===== src/rtl/ocp_pkg.sv =====
// ----------------------------------------------------------------------------
// ocp_pkg
// Shared types and constants of the oven countdown and power controller:
// keypad codes, register indexes, reset values and the item, state and
// result records passed between the modules.
// ----------------------------------------------------------------------------
`default_nettype none

package ocp_pkg;

  // Keypad scan codes with a fixed meaning
  localparam logic [7:0] CODE_START  = 8'h18;
  localparam logic [7:0] CODE_SWITCH = 8'h08;
  localparam logic [7:0] CODE_POWER  = 8'h10;
  localparam logic [7:0] CODE_NONE   = 8'hFF;

  // Digit keys, in the order of the digit they stand for
  localparam logic [7:0] CODE_DIGIT0 = 8'h00;
  localparam logic [7:0] CODE_DIGIT1 = 8'h01;
  localparam logic [7:0] CODE_DIGIT2 = 8'h09;
  localparam logic [7:0] CODE_DIGIT3 = 8'h11;
  localparam logic [7:0] CODE_DIGIT4 = 8'h02;
  localparam logic [7:0] CODE_DIGIT5 = 8'h0A;
  localparam logic [7:0] CODE_DIGIT6 = 8'h12;
  localparam logic [7:0] CODE_DIGIT7 = 8'h03;
  localparam logic [7:0] CODE_DIGIT8 = 8'h0B;
  localparam logic [7:0] CODE_DIGIT9 = 8'h13;

  // Selection codes
  localparam logic [2:0] SEL_SEC_ONES = 3'd1;
  localparam logic [2:0] SEL_MIN_TENS = 3'd4;
  localparam logic [2:0] SEL_POWER    = 3'd5;

  // Configuration register indexes
  localparam int unsigned    CFG_INDEX_W     = 1;
  localparam int unsigned    CFG_DATA_W      = 8;
  localparam logic [CFG_INDEX_W-1:0] REG_TICKS_PER_SECOND = 1'd0;
  localparam logic [CFG_INDEX_W-1:0] REG_POWER_PERIOD     = 1'd1;

  // Reset values
  localparam logic [7:0] TICKS_PER_SECOND_RESET = 8'd20;
  localparam logic [3:0] POWER_PERIOD_RESET     = 4'd10;
  localparam logic [3:0] POWER_RESET            = 4'd3;

  // Beep counts
  localparam logic [3:0] BEEPS_KEY        = 4'd1;
  localparam logic [3:0] BEEPS_DOOR_WARN  = 4'd4;
  localparam logic [3:0] BEEPS_STOP       = 4'd5;
  localparam logic [3:0] BEEPS_MAX        = 4'd5;

  // Port widths
  localparam int unsigned IN_TDATA_W  = 16;
  localparam int unsigned OUT_TDATA_W = 32;

  typedef struct packed {
    logic       action;
    logic [7:0] key_code;
    logic       door_open;
  } item_t;

  typedef struct packed {
    logic [7:0] ticks_per_second;
    logic [3:0] power_period;
  } cfg_t;

  // digits[0] second units, [1] second tens, [2] minute units, [3] minute tens
  typedef struct packed {
    logic            run_flag;
    logic [3:0][3:0] digits;
    logic [2:0]      selected;
    logic [3:0]      power;
    logic [7:0]      tick_count;
    logic [3:0]      second_in_period;
    logic            heater;
  } state_t;

  typedef struct packed {
    logic       door_lamp;
    logic [2:0] beep_count;
    logic [2:0] selected_field;
    logic [3:0] power_level;
    logic [3:0] second_ones;
    logic [3:0] second_tens;
    logic [3:0] minute_ones;
    logic [3:0] minute_tens;
    logic       running;
    logic       heater_on;
  } result_t;

  // Handshake status between the input register and the result side
  typedef struct packed {
    logic valid;
    logic advance;
  } stage_ctl_t;

endpackage

`default_nettype wire


===== src/rtl/oven_countdown_power_controller_unit.sv =====
// ----------------------------------------------------------------------------
// oven_countdown_power_controller_unit
// Heating-appliance controller: keypad time and power entry, mm:ss
// countdown on timer ticks, time-proportional heater drive and beeps.
//
//   channel   direction  signals                       contents
//   s_axis    in         s_tvalid s_tready s_tdata     key_code, door_open
//                        s_tuser                       action
//   m_axis    out        m_tvalid m_tready m_tdata     one result per item
//   cfg       in         cfg_we cfg_index cfg_data     ticks_per_second,
//                                                      power_period
//
// Each item passes from the input register, where the step logic works on
// it, into the result register; a stalled m_tready can hold it in between.
// A new item is taken in every cycle while the result side has room; the
// step logic and state register form a loop that sustains one item per cycle.
// Reset is synchronous: state returns to idle, 00:00, power 3, selection 1.
// A stalled m_tready holds the result; the input register still takes one
// more item and then s_tready follows m_tready.
// ----------------------------------------------------------------------------
`default_nettype none

module oven_countdown_power_controller_unit (
  input  wire logic                                clk,
  input  wire logic                                rst,
  // s_tdata: key_code [7:0], door_open [8], zero [15:9]
  input  wire logic [ocp_pkg::IN_TDATA_W-1:0]      s_tdata,
  // s_tuser: action [0]
  input  wire logic                                s_tuser,
  input  wire logic                                s_tvalid,
  output logic                                     s_tready,
  // m_tdata: heater_on [0], running [1], minute_tens [5:2], minute_ones [9:6],
  // second_tens [13:10], second_ones [17:14], power_level [21:18],
  // selected_field [24:22], beep_count [27:25], door_lamp [28], zero [31:29]
  output logic [ocp_pkg::OUT_TDATA_W-1:0]          m_tdata,
  output logic                                     m_tvalid,
  input  wire logic                                m_tready,
  input  wire logic                                cfg_we,
  input  wire logic [ocp_pkg::CFG_INDEX_W-1:0]     cfg_index,
  input  wire logic [ocp_pkg::CFG_DATA_W-1:0]      cfg_data
);

  ocp_pkg::item_t      item_in;
  ocp_pkg::item_t      item;
  ocp_pkg::stage_ctl_t ctl;
  ocp_pkg::state_t     st;
  ocp_pkg::state_t     st_next;
  ocp_pkg::cfg_t       cfg;
  ocp_pkg::result_t    res;
  ocp_pkg::result_t    res_q;
  logic                advance;
  logic                fire;

  // Unpack the input transfer
  assign item_in.action    = s_tuser;
  assign item_in.key_code  = s_tdata[7:0];
  assign item_in.door_open = s_tdata[8];

  // The result register can take a new result when empty or being emptied.
  assign advance = !m_tvalid || m_tready;
  assign fire    = ctl.valid && ctl.advance;

  ocp_in_reg u_in_reg (
    .clk      (clk),
    .rst      (rst),
    .s_tvalid (s_tvalid),
    .s_tready (s_tready),
    .item_in  (item_in),
    .advance  (advance),
    .ctl      (ctl),
    .item     (item)
  );

  ocp_step u_step (
    .item    (item),
    .st      (st),
    .cfg     (cfg),
    .st_next (st_next),
    .res     (res)
  );

  // Configuration registers
  always_ff @(posedge clk) begin
    if (rst) begin
      cfg.ticks_per_second <= ocp_pkg::TICKS_PER_SECOND_RESET;
      cfg.power_period     <= ocp_pkg::POWER_PERIOD_RESET;
    end else if (cfg_we) begin
      unique case (cfg_index)
        ocp_pkg::REG_TICKS_PER_SECOND: cfg.ticks_per_second <= cfg_data;
        ocp_pkg::REG_POWER_PERIOD:     cfg.power_period     <= cfg_data[3:0];
        default: ;
      endcase
    end
  end

  // Controller state, updated once per item
  always_ff @(posedge clk) begin
    if (rst) begin
      st.run_flag         <= 1'b0;
      st.digits           <= '0;
      st.selected         <= ocp_pkg::SEL_SEC_ONES;
      st.power            <= ocp_pkg::POWER_RESET;
      st.tick_count       <= 8'd0;
      st.second_in_period <= 4'd0;
      st.heater           <= 1'b0;
    end else if (fire) begin
      st <= st_next;
    end
  end

  // Result register
  always_ff @(posedge clk) begin
    if (rst) begin
      m_tvalid <= 1'b0;
    end else if (fire) begin
      m_tvalid <= 1'b1;
    end else if (m_tready) begin
      m_tvalid <= 1'b0;
    end
  end

  always_ff @(posedge clk) begin
    if (fire) begin
      res_q <= res;
    end
  end

  // Pack the result transfer, last field (heater_on) lowest
  assign m_tdata = {3'd0, res_q.door_lamp, res_q.beep_count, res_q.selected_field,
                    res_q.power_level, res_q.second_ones, res_q.second_tens,
                    res_q.minute_ones, res_q.minute_tens, res_q.running,
                    res_q.heater_on};

  // A stored item always moves on when the result side has room.
  a_fire_loads: assert property (@(posedge clk) disable iff (rst)
    fire |=> m_tvalid)
    else $error("item in input register did not produce a result");

  // The heater is never reported on outside a run.
  a_heater_running: assert property (@(posedge clk) disable iff (rst)
    m_tvalid |-> (!res_q.heater_on || res_q.running))
    else $error("heater on while not running");

  // Beep requests saturate at five.
  a_beep_limit: assert property (@(posedge clk) disable iff (rst)
    m_tvalid |-> (res_q.beep_count <= ocp_pkg::BEEPS_MAX[2:0]))
    else $error("beep count above limit");

  // A run never rests at 00:00; it stops in the same step.
  a_run_nonzero: assert property (@(posedge clk) disable iff (rst)
    st.run_flag |-> (st.digits != '0))
    else $error("running with zero time");

  // Selection stays within its five codes.
  a_sel_range: assert property (@(posedge clk) disable iff (rst)
    (st.selected >= ocp_pkg::SEL_SEC_ONES) && (st.selected <= ocp_pkg::SEL_POWER))
    else $error("selection out of range");

endmodule

`default_nettype wire


===== src/rtl/ocp_in_reg.sv =====
// ----------------------------------------------------------------------------
// ocp_in_reg
// Input register: takes one item per transfer and holds it until the
// result side has room for its result.
// ----------------------------------------------------------------------------
`default_nettype none

module ocp_in_reg (
  input  wire logic              clk,
  input  wire logic              rst,
  input  wire logic              s_tvalid,
  output logic                   s_tready,
  input  wire ocp_pkg::item_t    item_in,
  input  wire logic              advance,
  output ocp_pkg::stage_ctl_t    ctl,
  output ocp_pkg::item_t         item
);

  logic valid;

  // The register may refill in the cycle that it hands its item on.
  assign s_tready    = !valid || advance;
  assign ctl.valid   = valid;
  assign ctl.advance = advance;

  // Occupancy flag
  always_ff @(posedge clk) begin
    if (rst) begin
      valid <= 1'b0;
    end else if (s_tvalid && s_tready) begin
      valid <= 1'b1;
    end else if (advance) begin
      valid <= 1'b0;
    end
  end

  // Held item
  always_ff @(posedge clk) begin
    if (s_tvalid && s_tready) begin
      item <= item_in;
    end
  end

endmodule

`default_nettype wire


===== src/rtl/ocp_step.sv =====
// ----------------------------------------------------------------------------
// ocp_step
// Next-state and result logic for one item: keypad editing, start, the
// per-second countdown, heater duty cycle and the stop sequence.
// ----------------------------------------------------------------------------
`default_nettype none

module ocp_step (
  input  wire ocp_pkg::item_t   item,
  input  wire ocp_pkg::state_t  st,
  input  wire ocp_pkg::cfg_t    cfg,
  output ocp_pkg::state_t       st_next,
  output ocp_pkg::result_t      res
);

  // Decode a digit key into its value; valid is low for any other code.
  function automatic logic [4:0] decode_digit(input logic [7:0] code);
    logic [4:0] r;
    r = 5'd0;
    case (code)
      ocp_pkg::CODE_DIGIT0: r = {1'b1, 4'd0};
      ocp_pkg::CODE_DIGIT1: r = {1'b1, 4'd1};
      ocp_pkg::CODE_DIGIT2: r = {1'b1, 4'd2};
      ocp_pkg::CODE_DIGIT3: r = {1'b1, 4'd3};
      ocp_pkg::CODE_DIGIT4: r = {1'b1, 4'd4};
      ocp_pkg::CODE_DIGIT5: r = {1'b1, 4'd5};
      ocp_pkg::CODE_DIGIT6: r = {1'b1, 4'd6};
      ocp_pkg::CODE_DIGIT7: r = {1'b1, 4'd7};
      ocp_pkg::CODE_DIGIT8: r = {1'b1, 4'd8};
      ocp_pkg::CODE_DIGIT9: r = {1'b1, 4'd9};
      default:              r = 5'd0;
    endcase
    return r;
  endfunction

  // One-second BCD countdown of mm:ss with borrows.
  function automatic logic [3:0][3:0] count_down(input logic [3:0][3:0] d);
    logic [3:0][3:0] r;
    r = d;
    if (d[0] != 4'd0) begin
      r[0] = d[0] - 4'd1;
    end else begin
      r[0] = 4'd9;
      if (d[1] != 4'd0) begin
        r[1] = d[1] - 4'd1;
      end else begin
        r[1] = 4'd5;
        if (d[2] != 4'd0) begin
          r[2] = d[2] - 4'd1;
        end else begin
          r[2] = 4'd9;
          if (d[3] != 4'd0) begin
            r[3] = d[3] - 4'd1;
          end
        end
      end
    end
    return r;
  endfunction

  logic [4:0] digit;
  logic [2:0] sel_m1;
  logic [7:0] tick_inc;
  logic [3:0] sip_inc;
  logic [3:0] sip_new;
  logic [3:0] beeps;
  logic [3:0] beeps_sat;
  logic       stop;

  assign digit    = decode_digit(item.key_code);
  assign sel_m1   = st.selected - 3'd1;
  assign tick_inc = st.tick_count + 8'd1;
  assign sip_inc  = st.second_in_period + 4'd1;
  assign sip_new  = (sip_inc >= cfg.power_period) ? 4'd0 : sip_inc;

  // Item handling
  always_comb begin
    st_next = st;
    beeps   = 4'd0;
    stop    = 1'b0;
    if (st.run_flag) begin
      // Running: the door is tested first, keys are ignored.
      if (item.door_open) begin
        stop = 1'b1;
      end else if (!item.action) begin
        if (tick_inc < cfg.ticks_per_second) begin
          st_next.tick_count = tick_inc;
        end else begin
          st_next.tick_count       = 8'd0;
          st_next.second_in_period = sip_new;
          st_next.heater           = (sip_new < st.power);
          st_next.digits           = count_down(st.digits);
          if (count_down(st.digits) == '0) begin
            stop = 1'b1;
          end
        end
      end
    end else if (item.action && (item.key_code != ocp_pkg::CODE_NONE)) begin
      // Idle key: one beep (four for start with the door open), then the key's own action.
      beeps = ocp_pkg::BEEPS_KEY;
      case (item.key_code)
        ocp_pkg::CODE_START: begin
          if (item.door_open) begin
            beeps = ocp_pkg::BEEPS_DOOR_WARN;
          end else begin
            st_next.run_flag         = 1'b1;
            st_next.selected         = ocp_pkg::SEL_POWER;
            st_next.tick_count       = 8'd0;
            st_next.second_in_period = 4'd0;
            st_next.heater           = (st.power != 4'd0);
            if (st.digits == '0) begin
              stop = 1'b1;
            end
          end
        end
        ocp_pkg::CODE_SWITCH: begin
          st_next.selected = (st.selected >= ocp_pkg::SEL_MIN_TENS) ?
                             ocp_pkg::SEL_SEC_ONES : st.selected + 3'd1;
        end
        ocp_pkg::CODE_POWER: begin
          st_next.selected = ocp_pkg::SEL_POWER;
        end
        default: begin
          if (digit[4]) begin
            if (st.selected == ocp_pkg::SEL_POWER) begin
              st_next.power = digit[3:0];
            end else if ((st.selected >= ocp_pkg::SEL_SEC_ONES) &&
                         (st.selected <= ocp_pkg::SEL_MIN_TENS)) begin
              st_next.digits[sel_m1[1:0]] = digit[3:0];
            end
          end
        end
      endcase
    end

    // Stop: back to idle with the settings as after reset.
    if (stop) begin
      st_next.run_flag = 1'b0;
      st_next.heater   = 1'b0;
      st_next.digits   = '0;
      st_next.selected = ocp_pkg::SEL_SEC_ONES;
      st_next.power    = ocp_pkg::POWER_RESET;
      beeps            = beeps + ocp_pkg::BEEPS_STOP;
    end
  end

  assign beeps_sat = (beeps > ocp_pkg::BEEPS_MAX) ? ocp_pkg::BEEPS_MAX : beeps;

  // Result fields from the updated state
  always_comb begin
    res.heater_on      = st_next.run_flag & st_next.heater;
    res.running        = st_next.run_flag;
    res.minute_tens    = st_next.digits[3];
    res.minute_ones    = st_next.digits[2];
    res.second_tens    = st_next.digits[1];
    res.second_ones    = st_next.digits[0];
    res.power_level    = st_next.power;
    res.selected_field = st_next.selected;
    res.beep_count     = beeps_sat[2:0];
    res.door_lamp      = item.door_open;
  end

endmodule

`default_nettype wire

===== config.mk =====
export PLATFORM = sky130hd
export DESIGN_NAME = oven_countdown_power_controller_unit
export DESIGN_NICKNAME = d
export VERILOG_FILES = /design/src/rtl/ocp_pkg.sv /design/src/rtl/oven_countdown_power_controller_unit.sv /design/src/rtl/ocp_in_reg.sv /design/src/rtl/ocp_step.sv
export SDC_FILE = /design/constraint.sdc
export NUM_CORES = 1
export LEC_CHECK = 0
export ABC_AREA = 1
export ABC_CLOCK_PERIOD_IN_PS = 3400
export BUFFER_PORTS_ARGS = -buffer_cell sky130_fd_sc_hd__buf_2
export CORE_MARGIN = 2
export CORE_UTILIZATION = 50
export DETAILED_ROUTE_END_ITERATION = 10
export MAX_ROUTING_LAYER = met4
export PLACE_DENSITY = 0.7
export SETUP_SLACK_MARGIN = 0.5
export SLEW_MARGIN = 20
export SYNTH_ARGS = -nofsm -noshare
export SYNTH_HDL_FRONTEND = slang
export SYNTH_SLANG_ARGS = --single-unit

===== constraint.sdc =====
create_clock -name clk -period 3.4 [get_ports clk]
set_input_delay 0.34 -clock clk [delete_from_list [all_inputs] [get_ports clk]]
set_output_delay 0.34 -clock clk [all_outputs]
set_load 0.05 [all_outputs]

==> parameters.txt <==
Parameter                              Value

Global route
  Total congestion overflow    0
  Global-route wire length before repair    21.8 mm
  Overall global routing resource usage    22.1%
  Antenna violations before repair    0
  Maximum number of pins on one net before global-route repair    77
  Via count of the first global-routing pass    5021

Route
  Routed len/inst    13.3 um
  Number of detailed-route iterations in the first pass    5
  Number of nets with antenna violations after routing    0
  DRC violations left    0
  Via density    5.27
  DR vias    5225
  Drt first-iter violations    345
  Aggregate routed wire length    13.2 mm

Flow run
  Max Cap Violations    0

STA
  Final-report max-slew violation count    0
  PnR worst setup slack    0.487 ns
  Final min period    2.91 ns
  Achievable Freq    0.343 GHz
  Clock Skew    0.00746 ns
  RSZ-0062 raised after global routing    yes
  Hold violation count in the final report    0
  Final total negative setup slack    0 ns
  Worst Tran Pin Value    1.07 ns
  Max-slew headroom    28.4%
  Final setup fails    0
  Period Utilization, post-route    85.7%

Finish
  Non-Filler Cell Area, Final    6690 sq um
  Non-filler instance count after layout    992
  Most common library cell in the layout ignoring fill and taps    sky130_fd_sc_hd__nand2_1
  Proportion of layout cells with a drive suffix above 1    18.0%
  P&R area growth vs syn    17.9%
  Final net count    908
  Most used cells in the layout excluding fill and tap cells    182 x sky130_fd_sc_hd__nand2_1, 114 x sky130_fd_sc_hd__inv_1, 64 x sky130_fd_sc_hd__nor2_1, 56 x sky130_fd_sc_hd__o21ai_0
  Count of antenna diodes in the layout    0
  Final-layout fill cell count    993

Setup path
  Crit Reg-Reg Startpoint    st[5]
  Worst setup SP type    flip-flop
  Maximum fanout count along the critical path    4
  Register-to-register path setup slack    0.49 ns
  Crit. End Element    flip-flop
  CP Data Required Time    3.51 ns
  Classification of the worst setup path    flip-flop to flip-flop
  Worst reg2reg path endpoint    m_tdata[26]
  Worst-case reg-to-reg path depth    22
  Crit path DAT    3.02 ns

Floorplan
  Initial core utilization    51.9%
  Die Outline Area    12200 sq um
  Core region area    10900 sq um
  Height of the die    110 um
  IO Pins    65
  Die width    110 um
  # rows    38

Yosys
  Netlist cell types    41
  Flops & latches, synth    95
  Synth Area per Inst    7.22 sq um
  Syn. warnings    0
  Share of the yosys chip area belonging to registers    40.4%
  Number of instances in the synthesized netlist    785
  Cell Area, Synth    5670 sq um

Pwr
  Pwr Density    416 nW/um^2
  Worst IR drop on VDD    320 uV
  Leak Pwr    3.28 nW

Min path
  Worst min-delay path category    input port to flip-flop
  Hold EP    u_in_reg.item[6]
  Count of cells along the worst hold path    1
  Worst Hold Launch    s_tdata[5]

CTS
  Number of buffers on the longest clock path    2
  CTS Hold Buffers Added    0
  Clock tree from TritonCTS    done
  Root Driver    sky130_fd_sc_hd__clkbuf_16
  Clock latency reported for the late side of the worst-skew pair    0.35 ns
  Num Clock Sinks    95
  Clock H-tree levels    3
  Clock-pin transition on the worst setup and hold timing paths    0.06 ns
  TritonCTS buffer count    9

Placement
  Post-DP Area    6050 sq um
  Number of placed cells counting well taps    961
  Post-placement worst setup slack    0.274 ns
  Placer's final routability congestion estimate    0.939
  Count of port buffers added during placement    54
  Detailed-placement wirelength estimate    9.25 mm

Run status
  Run status    completed
## repair_timing
item | 4_1_cts | 5_1_grt
pin swaps | 5 | 7
setup endpoints to repair | 10 | 61
cloned | 0 | 3
setup buffers | 8 | 4
endpoints found under the hold margin | 0 | 0
gates resized for setup | 13 | 47
## final cells by class
class	count	area (sq um)	share of cell area, %
clock buffers	10	229	3.42
repair buffers	74	492	7.35
clock inverters	6	51.3	0.767
multi-input cells	542	2960	44.3
well taps	140	175	2.62
flip-flops and latches	95	2300	34.4
inverters	125	479	7.17
## registers in the layout (all words and copies together), names as in the netlist, named ones only
register        cells
cfg                12
m_tdata            29
m_tvalid            1
st                 37
u_in_reg.item      10
u_in_reg.valid      1
## layer usage
metal | up-vias | track usage (%) | part of all wire, %
met1 | 2402 | 25.5 | 45
met5 | - | - | 0
met4 | 0 | 10.5 | 2.6
met2 | 132 | 37.1 | 48
li1 | 2663 | - | -
met3 | 28 | 3.95 | 4.3
## kinds of logic (layout without fill, tap and decap cells)
logic type	Yosys count	after routing	share of synthesized area (%)
AO/OA/AOI/OAI	145	145	13.9
XOR/XNOR	9	9	1.39
adder cells (fa/ha/maj)	30	30	6.62
buffers and inverters	150	215	10.6
flip-flops	95	95	40.4
other	1	3	0.0661
AND/OR/NAND/NOR	355	355	27.0
## stage by stage
stage / power, mW / utilization [%] / hold WS (ns)
floorplan: 1.71 / - / 0.435
global placement: 1.79 / 55.3 / 0.457
detailed placement: 1.81 / 55.3 / 0.459
CTS: 2.78 / 59.0 / 0.151
global route: 2.92 / 61.2 / 0.155
finish: 2.78 / 61.2 / 0.162
## worst max path at each step
| stage | from | endpoint | slack (ns) | cells past startpoint |
|---|---|---|---|---|
| floorplan | st[7] | m_tdata[26] | 0.42 | 23 |
| global placement | st[5] | m_tdata[25] | 0.39 | 21 |
| detailed placement | st[5] | m_tdata[25] | 0.27 | 21 |
| CTS | st[5] | m_tdata[26] | 0.50 | 21 |
| global route | st[5] | m_tdata[26] | 0.33 | 20 |
| finish | st[5] | m_tdata[26] | 0.49 | 22 |
## power by group
part           total, mW  internal, mW  switching, mW
Clock              0.968         0.559          0.409
Combinational      0.514         0.148          0.366
Sequential          1.30          1.26         0.0423
Total               2.78          1.97          0.817
## worst max-delay path: stages, from the launching register on
cell,delay (ns)
sky130_fd_sc_hd__dfxtp_4,0.37
sky130_fd_sc_hd__nand3_4,0.07
sky130_fd_sc_hd__nand3b_1,0.19
sky130_fd_sc_hd__nand3b_1,0.19
sky130_fd_sc_hd__xor2_1,0.15
sky130_fd_sc_hd__inv_1,0.10
sky130_fd_sc_hd__ha_4,0.22
sky130_fd_sc_hd__nand2_2,0.07
sky130_fd_sc_hd__inv_2,0.03
sky130_fd_sc_hd__nor2_2,0.06
sky130_fd_sc_hd__o21a_1,0.17
sky130_fd_sc_hd__nand2_4,0.08
sky130_fd_sc_hd__nand2_2,0.07
sky130_fd_sc_hd__inv_2,0.03
sky130_fd_sc_hd__nand3_2,0.07
sky130_fd_sc_hd__nand2_2,0.06
sky130_fd_sc_hd__nand2_4,0.09
sky130_fd_sc_hd__inv_4,0.04
sky130_fd_sc_hd__ha_4,0.26
sky130_fd_sc_hd__inv_4,0.04
sky130_fd_sc_hd__nor2_4,0.09
sky130_fd_sc_hd__o22ai_4,0.07
sky130_fd_sc_hd__and2_1,0.13
## cells in the mapped netlist (all sizes together)
library cell    n  area, sq um
a21boi          1         7.51
a21o            1         7.51
a21oi          59          303
a22oi           3         22.5
a31oi           1         6.26
and2            1         6.26
buf             8         70.1
clkbuf         17         63.8
clkinv          2         7.51
conb            1         3.75
dfxtp          56         1120
edfxtp         39         1170
ha             30          375
inv           123          462
nand2         204          806
nand3          58          295
nand3b          4         30.0
nand4           7         43.8
nor2           72          298
nor3            7         40.0
nor4            2         12.5
o211a           1         10.0
o211ai         10         75.1
o21a            1         7.51
o21ai          66          334
o22ai           2         12.5
xnor2           1         8.76
xor2            8         70.1
(Power assumes the default switching activity.)
